## src/rtl/btfq_pkg.sv

```systemverilog
// ----------------------------------------------------------------------------
// btfq_pkg
// Shared constants, register indexes and the per-fault qualification step
// for the battery temperature fault qualifier.
// ----------------------------------------------------------------------------
package btfq_pkg;

	localparam int TEMP_W  = 8;
	localparam int IDX_W   = 8;
	localparam int SETC_W  = 2;
	localparam int CLRC_W  = 3;
	// compare width: threshold plus or minus the band never leaves this range
	localparam int CMP_W   = 10;

	localparam int SET_COUNT   = 2;
	localparam int CLEAR_COUNT = 6;
	localparam int HYSTERESIS  = 5;

	localparam logic [SETC_W-1:0]        SET_LIMIT  = SETC_W'(SET_COUNT);
	localparam logic [CLRC_W-1:0]        CLR_LIMIT  = CLRC_W'(CLEAR_COUNT);
	localparam logic signed [CMP_W-1:0]  HYST_BAND  = CMP_W'(HYSTERESIS);

	localparam logic signed [TEMP_W-1:0] CHARGE_MAX_RST    = 8'sd55;
	localparam logic signed [TEMP_W-1:0] DISCHARGE_MAX_RST = 8'sd65;
	localparam logic signed [TEMP_W-1:0] CHARGE_MIN_RST    = 8'sd0;
	localparam logic signed [TEMP_W-1:0] DISCHARGE_MIN_RST = -8'sd20;

	typedef enum logic [IDX_W-1:0] {
		REG_CHARGE_MAX    = 8'd0,
		REG_DISCHARGE_MAX = 8'd1,
		REG_CHARGE_MIN    = 8'd2,
		REG_DISCHARGE_MIN = 8'd3
	} cfg_reg_t;

	typedef struct packed {
		logic              flag;
		logic [SETC_W-1:0] cnt;
		logic [CLRC_W-1:0] clr;
	} chk_t;

	// one fault's update; the shared clear counter flows through in order
	function automatic chk_t run_check(
		input logic              flag,
		input logic [SETC_W-1:0] cnt,
		input logic [CLRC_W-1:0] clr,
		input logic              dir_ok,
		input logic              trip,
		input logic              reset_cnt,
		input logic              clr_ok
	);
		chk_t              r;
		logic [SETC_W-1:0] c_inc;
		logic [CLRC_W-1:0] k_inc;
		r.flag = flag;
		r.cnt  = cnt;
		r.clr  = clr;
		c_inc  = cnt + SETC_W'(1);
		k_inc  = clr + CLRC_W'(1);
		if (trip) begin
			if (!flag && dir_ok) begin
				if (c_inc >= SET_LIMIT) begin
					r.cnt  = '0;
					r.clr  = '0;
					r.flag = 1'b1;
				end else begin
					r.cnt = c_inc;
				end
			end
		end else if (reset_cnt) begin
			r.cnt = '0;
			if (flag && clr_ok) begin
				if (k_inc >= CLR_LIMIT) begin
					r.clr  = '0;
					r.flag = 1'b0;
				end else begin
					r.clr = k_inc;
				end
			end
		end
		return r;
	endfunction

endpackage

```

## src/rtl/btfq_if.sv

```systemverilog
// ----------------------------------------------------------------------------
// btfq interfaces
// Valid/ready channels for samples, fault results and register writes.
// ----------------------------------------------------------------------------
interface btfq_in_if;
	logic                                valid;
	logic                                ready;
	logic signed [btfq_pkg::TEMP_W-1:0]  max_temp;
	logic signed [btfq_pkg::TEMP_W-1:0]  min_temp;
	logic                                charging;
	logic                                system_active;

	modport source (output valid, max_temp, min_temp, charging, system_active,
		input ready);
	modport sink (input valid, max_temp, min_temp, charging, system_active,
		output ready);
endinterface

interface btfq_out_if;
	logic valid;
	logic ready;
	logic charge_overtemp_fault;
	logic discharge_overtemp_fault;
	logic charge_undertemp_fault;
	logic discharge_undertemp_fault;

	modport source (output valid, charge_overtemp_fault, discharge_overtemp_fault,
		charge_undertemp_fault, discharge_undertemp_fault, input ready);
	modport sink (input valid, charge_overtemp_fault, discharge_overtemp_fault,
		charge_undertemp_fault, discharge_undertemp_fault, output ready);
endinterface

interface btfq_cfg_if;
	logic                              valid;
	logic                              ready;
	logic [btfq_pkg::IDX_W-1:0]        index;
	logic [btfq_pkg::TEMP_W-1:0]       data;

	modport source (output valid, index, data, input ready);
	modport sink (input valid, index, data, output ready);
endinterface

```

## src/rtl/battery_temp_fault_qualifier_unit.sv

```systemverilog
// ----------------------------------------------------------------------------
// battery_temp_fault_qualifier_unit
// Debounced over/under-temperature fault flags with hysteresis for a pack.
// ----------------------------------------------------------------------------
// Takes one temperature sample per clock when ready and returns one result
// beat per sample holding all four fault flags after that sample. A sample
// sits in an input register, then the four checks and the state update land
// in the result register; throughput is one sample per cycle while the
// output does not stall. Output stalls back-pressure the input only once
// both registers are full. Thresholds are written over the config channel
// (always ready); the user must write them only while no sample is in
// flight, which the block does not enforce. Unknown indexes are ignored.
module battery_temp_fault_qualifier_unit (
	input  logic   clk,
	input  logic   arst_n,
	btfq_in_if.sink    item_in,
	btfq_out_if.source result_out,
	btfq_cfg_if.sink   cfg
);

	localparam int TW = btfq_pkg::TEMP_W;
	localparam int CW = btfq_pkg::CMP_W;

	logic signed [TW-1:0] charge_max_q, discharge_max_q, charge_min_q, discharge_min_q;

	logic                 valid_s1;
	logic signed [TW-1:0] max_temp_s1, min_temp_s1;
	logic                 charging_s1, active_s1;

	logic                             valid_s2;
	logic [3:0]                       flags_s2;

	logic [3:0]                       flags_q;
	logic [btfq_pkg::SETC_W-1:0]      cnt_q [4];
	logic [btfq_pkg::CLRC_W-1:0]      clr_q;

	logic advance, load_s1;
	logic signed [CW-1:0] tmax, tmin, thr_cmax, thr_dmax, thr_cmin, thr_dmin;
	btfq_pkg::chk_t cot, dot, cut, dut;

	assign advance       = !valid_s2 || result_out.ready;
	assign item_in.ready = !valid_s1 || advance;
	assign load_s1       = item_in.valid && item_in.ready;
	assign cfg.ready     = 1'b1;

	assign tmax     = CW'(max_temp_s1);
	assign tmin     = CW'(min_temp_s1);
	assign thr_cmax = CW'(charge_max_q);
	assign thr_dmax = CW'(discharge_max_q);
	assign thr_cmin = CW'(charge_min_q);
	assign thr_dmin = CW'(discharge_min_q);

	// checks chained in fixed order through the shared clear counter
	always_comb begin
		cot = btfq_pkg::run_check(flags_q[0], cnt_q[0], clr_q, charging_s1,
			tmax >= thr_cmax, tmax < thr_cmax,
			tmax + btfq_pkg::HYST_BAND <= thr_cmax);
		dot = btfq_pkg::run_check(flags_q[1], cnt_q[1], cot.clr, !charging_s1,
			tmax >= thr_dmax, tmax < thr_dmax,
			tmax + btfq_pkg::HYST_BAND <= thr_dmax);
		cut = btfq_pkg::run_check(flags_q[2], cnt_q[2], dot.clr, charging_s1,
			tmin <= thr_cmin, tmin > thr_cmin + btfq_pkg::HYST_BAND,
			tmin > thr_cmin + btfq_pkg::HYST_BAND);
		dut = btfq_pkg::run_check(flags_q[3], cnt_q[3], cut.clr, !charging_s1,
			tmin <= thr_dmin, tmin > thr_dmin + btfq_pkg::HYST_BAND,
			tmin > thr_dmin + btfq_pkg::HYST_BAND);
	end

	always_ff @(posedge clk or negedge arst_n) begin
		if (!arst_n) begin
			charge_max_q    <= btfq_pkg::CHARGE_MAX_RST;
			discharge_max_q <= btfq_pkg::DISCHARGE_MAX_RST;
			charge_min_q    <= btfq_pkg::CHARGE_MIN_RST;
			discharge_min_q <= btfq_pkg::DISCHARGE_MIN_RST;
		end else if (cfg.valid) begin
			unique case (btfq_pkg::cfg_reg_t'(cfg.index))
				btfq_pkg::REG_CHARGE_MAX:    charge_max_q    <= cfg.data;
				btfq_pkg::REG_DISCHARGE_MAX: discharge_max_q <= cfg.data;
				btfq_pkg::REG_CHARGE_MIN:    charge_min_q    <= cfg.data;
				btfq_pkg::REG_DISCHARGE_MIN: discharge_min_q <= cfg.data;
				default: ;
			endcase
		end
	end

	always_ff @(posedge clk or negedge arst_n) begin
		if (!arst_n) begin
			valid_s1 <= 1'b0;
		end else if (item_in.ready) begin
			valid_s1 <= item_in.valid;
		end
	end

	always_ff @(posedge clk) begin
		if (load_s1) begin
			max_temp_s1 <= item_in.max_temp;
			min_temp_s1 <= item_in.min_temp;
			charging_s1 <= item_in.charging;
			active_s1   <= item_in.system_active;
		end
	end

	// state update and result beat happen together
	always_ff @(posedge clk or negedge arst_n) begin
		if (!arst_n) begin
			valid_s2 <= 1'b0;
			flags_s2 <= '0;
			flags_q  <= '0;
			clr_q    <= '0;
			for (int i = 0; i < 4; i++) begin
				cnt_q[i] <= '0;
			end
		end else if (advance) begin
			valid_s2 <= valid_s1;
			if (valid_s1) begin
				if (active_s1) begin
					flags_q  <= {dut.flag, cut.flag, dot.flag, cot.flag};
					flags_s2 <= {dut.flag, cut.flag, dot.flag, cot.flag};
					cnt_q[0] <= cot.cnt;
					cnt_q[1] <= dot.cnt;
					cnt_q[2] <= cut.cnt;
					cnt_q[3] <= dut.cnt;
					clr_q    <= dut.clr;
				end else begin
					flags_s2 <= flags_q;
				end
			end
		end
	end

	assign result_out.valid                     = valid_s2;
	assign result_out.charge_overtemp_fault     = flags_s2[0];
	assign result_out.discharge_overtemp_fault  = flags_s2[1];
	assign result_out.charge_undertemp_fault    = flags_s2[2];
	assign result_out.discharge_undertemp_fault = flags_s2[3];

endmodule
```

## src/flat_wrapper.sv

```systemverilog
// flat-port wrapper written by rule: the top's interface ports become plain ports
module battery_temp_fault_qualifier_unit_flat 
  (clk, arst_n, item_in_valid, item_in_max_temp, item_in_min_temp, item_in_charging, item_in_system_active, item_in_ready, result_out_valid, result_out_charge_overtemp_fault, result_out_discharge_overtemp_fault, result_out_charge_undertemp_fault, result_out_discharge_undertemp_fault, result_out_ready, cfg_valid, cfg_index, cfg_data, cfg_ready);
  btfq_in_if item_in_i ();
  btfq_out_if result_out_i ();
  btfq_cfg_if cfg_i ();
  input  logic clk;
  input  logic arst_n;
  input wire logic [$bits(item_in_i.valid)-1:0] item_in_valid;
  input wire logic [$bits(item_in_i.max_temp)-1:0] item_in_max_temp;
  input wire logic [$bits(item_in_i.min_temp)-1:0] item_in_min_temp;
  input wire logic [$bits(item_in_i.charging)-1:0] item_in_charging;
  input wire logic [$bits(item_in_i.system_active)-1:0] item_in_system_active;
  output wire logic [$bits(item_in_i.ready)-1:0] item_in_ready;
  output wire logic [$bits(result_out_i.valid)-1:0] result_out_valid;
  output wire logic [$bits(result_out_i.charge_overtemp_fault)-1:0] result_out_charge_overtemp_fault;
  output wire logic [$bits(result_out_i.discharge_overtemp_fault)-1:0] result_out_discharge_overtemp_fault;
  output wire logic [$bits(result_out_i.charge_undertemp_fault)-1:0] result_out_charge_undertemp_fault;
  output wire logic [$bits(result_out_i.discharge_undertemp_fault)-1:0] result_out_discharge_undertemp_fault;
  input wire logic [$bits(result_out_i.ready)-1:0] result_out_ready;
  input wire logic [$bits(cfg_i.valid)-1:0] cfg_valid;
  input wire logic [$bits(cfg_i.index)-1:0] cfg_index;
  input wire logic [$bits(cfg_i.data)-1:0] cfg_data;
  output wire logic [$bits(cfg_i.ready)-1:0] cfg_ready;
  assign item_in_i.valid = item_in_valid;
  assign item_in_i.max_temp = item_in_max_temp;
  assign item_in_i.min_temp = item_in_min_temp;
  assign item_in_i.charging = item_in_charging;
  assign item_in_i.system_active = item_in_system_active;
  assign item_in_ready = item_in_i.ready;
  assign result_out_valid = result_out_i.valid;
  assign result_out_charge_overtemp_fault = result_out_i.charge_overtemp_fault;
  assign result_out_discharge_overtemp_fault = result_out_i.discharge_overtemp_fault;
  assign result_out_charge_undertemp_fault = result_out_i.charge_undertemp_fault;
  assign result_out_discharge_undertemp_fault = result_out_i.discharge_undertemp_fault;
  assign result_out_i.ready = result_out_ready;
  assign cfg_i.valid = cfg_valid;
  assign cfg_i.index = cfg_index;
  assign cfg_i.data = cfg_data;
  assign cfg_ready = cfg_i.ready;
  battery_temp_fault_qualifier_unit u_core (.clk(clk), .arst_n(arst_n), .item_in(item_in_i), .result_out(result_out_i), .cfg(cfg_i));
endmodule
```

## config.mk

```make
export PLATFORM = sky130hd
export DESIGN_NAME = battery_temp_fault_qualifier_unit_flat
export DESIGN_NICKNAME = d
export VERILOG_FILES = /design/src/rtl/btfq_pkg.sv /design/src/rtl/btfq_if.sv /design/src/rtl/battery_temp_fault_qualifier_unit.sv /design/src/flat_wrapper.sv
export SDC_FILE = /design/constraint.sdc
export NUM_CORES = 1
export LEC_CHECK = 0
export BUFFER_PORTS_ARGS = -buffer_cell sky130_fd_sc_hd__buf_2
export CORE_MARGIN = 2
export CORE_UTILIZATION = 60
export DETAILED_ROUTE_END_ITERATION = 8
export PLACE_DENSITY = 0.8
export SLEW_MARGIN = 20
export SYNTH_ARGS = -nofsm -noshare
export SYNTH_HDL_FRONTEND = slang
export SYNTH_SLANG_ARGS = --single-unit
```

## constraint.sdc

```tcl
create_clock -name clk -period 8.14 [get_ports clk]
set_clock_uncertainty 0.1 [all_clocks]
set_input_delay 0.814 -clock clk [delete_from_list [all_inputs] [get_ports clk]]
set_output_delay 0.814 -clock clk [all_outputs]
set_load 0.01 [all_outputs]
```

Word-level counts from Yosys, hierarchy flattened --
Index checks and enable logic that the tools add are counted.
Word-level totals: logic and storage cells 144, bits in registers 67
Operators by class: reduce and logical (&&, ||, !) cells 44, add/subtract/negate cells 11, eq/ne operators 11, muxes and demuxes 41, magnitude comparators 18
Operators by type and width (count):
- $mux W6 | 12
- $mux W3 | 12
- $reduce_and A8 Y1 | 4
- $add A8 B4 Y9 const B | 3
- $reduce_bool A2 Y1 | 12
- $reduce_and A5 Y1 | 4
- $gt A8 B9 Y1 | 2
- $le A9 B8 Y1 | 2
- $eq A8 B2 Y1 const B | 2
- $ge A8 B8 Y1 | 2
- $le A8 B8 Y1 | 2
- $lt A8 B8 Y1 | 2
- $ne A2 B2 Y1 const B | 8
- $add A3 B1 Y3 const B | 4
- $ge A3 B3 Y1 const B | 4
- $mux W1 | 12
- $logic_and A1 B1 Y1 | 9
- $add A2 B1 Y2 const B | 4
- $eq A8 B1 Y1 const B | 1
- $ge A2 B2 Y1 const B | 4
- $logic_not A8 Y1 | 1
- $mux W2 | 4
- $reduce_and A2 Y1 | 4
- $logic_not A1 Y1 | 7
- 3 further kinds | 4

Depth between registers and ports, before layout --
word-level depth 25, depth in mapped cells 28, gate-level depth less buffers 28

Least setup slack after synthesis --
Ideal clock, no wire load.
path type register to register, start point reg u_core.max_temp_s1[0], end point reg u_core.clr_q[2] (netlist bit), cell stages (with the launch flop) 25, arrival 5400 ps, buffers on the path 0, clock period less this slack 5626 ps, setup slack 2514 ps, cells stage by stage edfxtp_1 -> ha_1 -> o21ai_0 -> xnor2_1 -> ha_1 -> nand3_1 -> nor3_1 -> o41ai_4 -> and4_4 -> nand2_1 -> o31ai_2 -> ha_1 -> nor2b_1 -> nor3b_2 -> o41ai_4 -> ha_1 -> or3_1 -> and2_4 -> o32a_4 -> ha_1 -> inv_1 -> nor2_1 -> nand3_1 -> o22ai_1 -> a221o_1
On the way: cells in the longest elaborated chain, start to end 24, elaborated cells on any way between the ends 36, those cells by class add/sub (4); order compare (9); mux (21); reduce/logical (2)
RTL lines:
- from (decl) | line battery_temp_fault_qualifier_unit.sv:27 | logic signed [TW-1:0] max_temp_s1, min_temp_s1;
- from (signal assigned) | line battery_temp_fault_qualifier_unit.sv:96 | max_temp_s1 <= item_in.max_temp;
- $add A8 B4 Y9 | line battery_temp_fault_qualifier_unit.sv:57, battery_temp_fault_qualifier_unit.sv:60
- $le A9 B8 Y1 | line battery_temp_fault_qualifier_unit.sv:57 | tmax + btfq_pkg::HYST_BAND <= thr_cmax);
- $logic_and A1 B1 Y1 | line btfq_pkg.sv:71 | if (flag && clr_ok) begin
- $mux W3 | line btfq_pkg.sv:71
- $mux W6 | line btfq_pkg.sv:69 | end else if (reset_cnt) begin
- $mux W6 | line btfq_pkg.sv:59 | if (trip) begin
- $add A3 B1 Y3 | line btfq_pkg.sv:58 | k_inc = clr + CLRC_W'(1);
- $ge A3 B3 Y1 | line btfq_pkg.sv:72 | if (k_inc >= CLR_LIMIT) begin
- [8 not listed]
- $mux W6 | line btfq_pkg.sv:69
- $mux W6 * | line btfq_pkg.sv:59
- $add A3 B1 Y3 | line btfq_pkg.sv:58
- $ge A3 B3 Y1 | line btfq_pkg.sv:72
- $mux W3 | line btfq_pkg.sv:72
- $mux W3 | line btfq_pkg.sv:71
- $mux W6 | line btfq_pkg.sv:69
- $mux W6 * | line btfq_pkg.sv:59
- to (signal assigned) | line battery_temp_fault_qualifier_unit.sv:123 | clr_q <= dut.clr;
- to (decl) | line battery_temp_fault_qualifier_unit.sv:35 | logic [btfq_pkg::CLRC_W-1:0] clr_q;
Mark *: on every way between the ends. The rest lies on a longest branch, timed or not. The select of a mux whose other input is x is not followed. A chain may end at the register's enable or synchronous reset.

Worst setup path after layout --
Ends and elaborated chain as after synthesis.

==> reports/results.tsv <==
metric	value	unit
slowest_delay	0.48	ns
synth_compound_area_frac	0.166	
crit_top_cell	ha_1	
cts-root-buf	clkbuf_8	
syn_area_per_cell	9.92	um^2
reg2reg_to	u_core.clr_q[2]	
ys_ff_latch	67	
gp_congestion	0.999	
r2r_slack	1.85	ns
switching_share	0.393	
cts_sinks	67	
r2r_cells	24	
worst_slew_pin_slew	0.949	ns
nets	697	
critPathLaunch	u_core.max_temp_s1[0]	
syn_nets	644	
cp-start-kind	register	
fin_crit_sh	0.773	
drtIter0Drc	197	
power_frac_seq	0.348	
crit_required	8.34	ns
layout-drive-gt1-share	0.200	
detail_route.vias_per_cell	6.03	
crit_cells	24	
die_w	96.9	um
endpoint	u_core.clr_q[2]	
worstReg2RegStart	u_core.max_temp_s1[0]	
yosys.area_share.simple	0.145	
synth_top_family_by_area	adder cells	
grt.overflow.total	0	
synth_xor_area_frac	0.0338	
ys_seq_area_frac	0.344	
cp-end-kind	register	
p_sw	481	uW
synthFlopType	dfrtp_1	
fmax	159	MHz
initial_utilization	0.624	
hold_class	input port to asynchronous set/reset pin	
synth_area	5180	um^2
die_area	9390	um^2
cp_data_arrival_time	6.49	ns
htreeDepth	3	
core-area	8300	um^2
final_common_cell	ha_1	
grt_pass1_vias	4133	
post_synth_fa_ha_maj_area_fraction	0.201	
synthDistinctLibCells	70	
ys_async_sr_fraction	0.731	
final-hold-violation-count	0	
worstSkewPairLatency	0.37	ns
drtPass1Iterations	5	
ant_nets	0	
fp.dieH	96.9	um
nFillCells	637	
crit_chain	ha_1 > o21ai_0 > xnor2_1 > ha_1 > nand3_1 > nor3_1 > o41ai_4 > and4_4 > nand2_1 > o31ai_2 > ha_1 > nor2b_1 > nor3b_2 > o41ai_4 > ha_1 > or3_1 > and2_4 > o32a_4 > ha_1 > inv_1 > nor2_1 > nand3_1 > o22ai_1 > a221o_1	
mostFrequentLayoutCells	83 x ha_1, 62 x inv_1, 44 x buf_2, 37 x dfrtp_1, 32 x o21ai_0	
wl_per_cell	16.8	um
peakVddDrop	0.000129	V
slowest_stage	o31ai_2	
critPathMaxFanout	5	
tritoncts	yes	
track_usage	0.257	
crit_family	compound AO/OA/AOI/OAI gates	
drv_cap	0	
slew_viol_final	0	
cts_buffers	9	
syn_inst	522	
ios	46	
drt-total-wl	11500	um
diodes	0	
dpl.hpwl	9130	um
muxShareOfSynthArea	0.0606	
grt_start_max_net_pins	40	
fin_area	5720	um^2
p_int	744	uW
critical_path_class	register to register	
ctsLongestPathBuffers	2	
synth_edf_count	18	
vias	4131	
route.detailed.drc	0	
p_comb_frac	0.423	
cts_setup_buffers	0	
crit_buf_inv	1	
outcome	finished clean	
p_leak	2.61	nW
grt_pass1_wl	19700	um
layout_min_cycle_time	6.29	ns
rsz0062_at_grt	false	
antenna_found_initial	0	
ctsHoldBuffers	0	
dpl_cell_area	5520	um^2
io_buffers	44	
syn2layout_area_growth	10.4	%
yosysWarnings	0	
num_rows	33	
post_cts_resized	0	
slew_headroom	0.367	
setup_viol	0	
clkTransAtPathRegs	0.08	ns
setup_tns	0	ns
powerDensity	214	nW/um^2
clockPowerShare	0.230	
-- layout make-up --
class / instances / area, um^2 / share of cell area
multi-input combinational: 389 / 3140 / 0.550
sequential: 67 / 1780 / 0.312
timing repair buffer: 46 / 235 / 0.0412
inverter: 62 / 233 / 0.0407
clock buffer: 11 / 153 / 0.0267
tap: 105 / 131 / 0.0230
clock inverter: 5 / 40.0 / 0.00701
-- Yosys cell counts, types with 10 or more instances --
master	number	share of area
mux2_2	27	0.059
nand2b_1	10	0.012
ha_1	83	0.20
nand2_1	29	0.021
edfxtp_1	18	0.10
nor2_1	22	0.016
a21oi_1	25	0.024
inv_1	62	0.045
dfrtp_1	37	0.18
dfstp_2	12	0.061
xnor2_1	17	0.029
nor3_1	10	0.0097
o21ai_0	32	0.031
nand3_1	13	0.013
-- per-stage QoR --
stage	util	instances	hold slack (ns)	total power, mW	worst slack, ns
6_report	0.689	685	0.199	1.22	1.85
5_1_grt	0.689	685	0.211	1.31	1.30
4_1_cts	0.689	685	0.195	1.22	1.89
3_5_place_dp	0.665	669	0.378	0.937	1.95
2_1_floorplan	-	522	0.354	0.811	2.51
3_3_place_gp	0.665	669	0.370	0.902	2.26
-- worst min-delay path by stage --
stage | start | end | slack (ns) | cells past startpoint
after global routing | arst_n | u_core.cnt_q[0] | 0.21 | 1
after detailed placement | u_core.cnt_q[7] | u_core.cnt_q[7] | 0.38 | 1
after global placement | u_core.cnt_q[3] | u_core.cnt_q[3] | 0.37 | 1
final | arst_n | u_core.cnt_q[1] | 0.20 | 1
after CTS | arst_n | u_core.cnt_q[1] | 0.20 | 1
after floorplan | u_core.cnt_q[3] | u_core.cnt_q[3] | 0.35 | 1
-- logic make-up after synthesis --
family                     count (synthesis)
xor gates and xnor gates                  20
buffers and inverters                     66
AOI/OAI and AO/OA                        121
and+or+nand+nor                          136
DFF                                       67
other                                      1
adders and majority gates                 83
muxes                                     28
-- state kept, by name, indices dropped and copies added, names as in the netlist --
| signal | count |
|---|---|
| u_core.active_s1 | 1 |
| u_core.clr_q | 3 |
| u_core.charge_max_q | 8 |
| u_core.valid_s1 | 1 |
| u_core.discharge_max_q | 8 |
| u_core.result_out.valid | 1 |
| u_core.charging_s1 | 1 |
| u_core.min_temp_s1 | 8 |
| u_core.max_temp_s1 | 8 |
| u_core.discharge_min_q | 8 |
| u_core.charge_min_q | 8 |
| u_core.cnt_q | 8 |
| u_core.flags_s2 | 4 |
-- power groups by stage --
stage,Clock [mW],Combinational (mW),Sequential [mW]
6_report,0.281,0.518,0.426
5_1_grt,0.301,0.578,0.430
3_5_place_dp,0,0.507,0.431
2_1_floorplan,0,0.389,0.422
4_1_cts,0.287,0.512,0.424
3_3_place_gp,0,0.474,0.429
-- routing by layer --
layer  vias to the layer above  share of wire  GRT usage
met4                         0          0.016     0.0791
met2                       128           0.48      0.438
met5                         -              0          0
met1                      1973           0.45      0.334
li1                       2011              -          -
met3                        19          0.049     0.0477
Note: power is estimated with default switching activity, not from simulation.
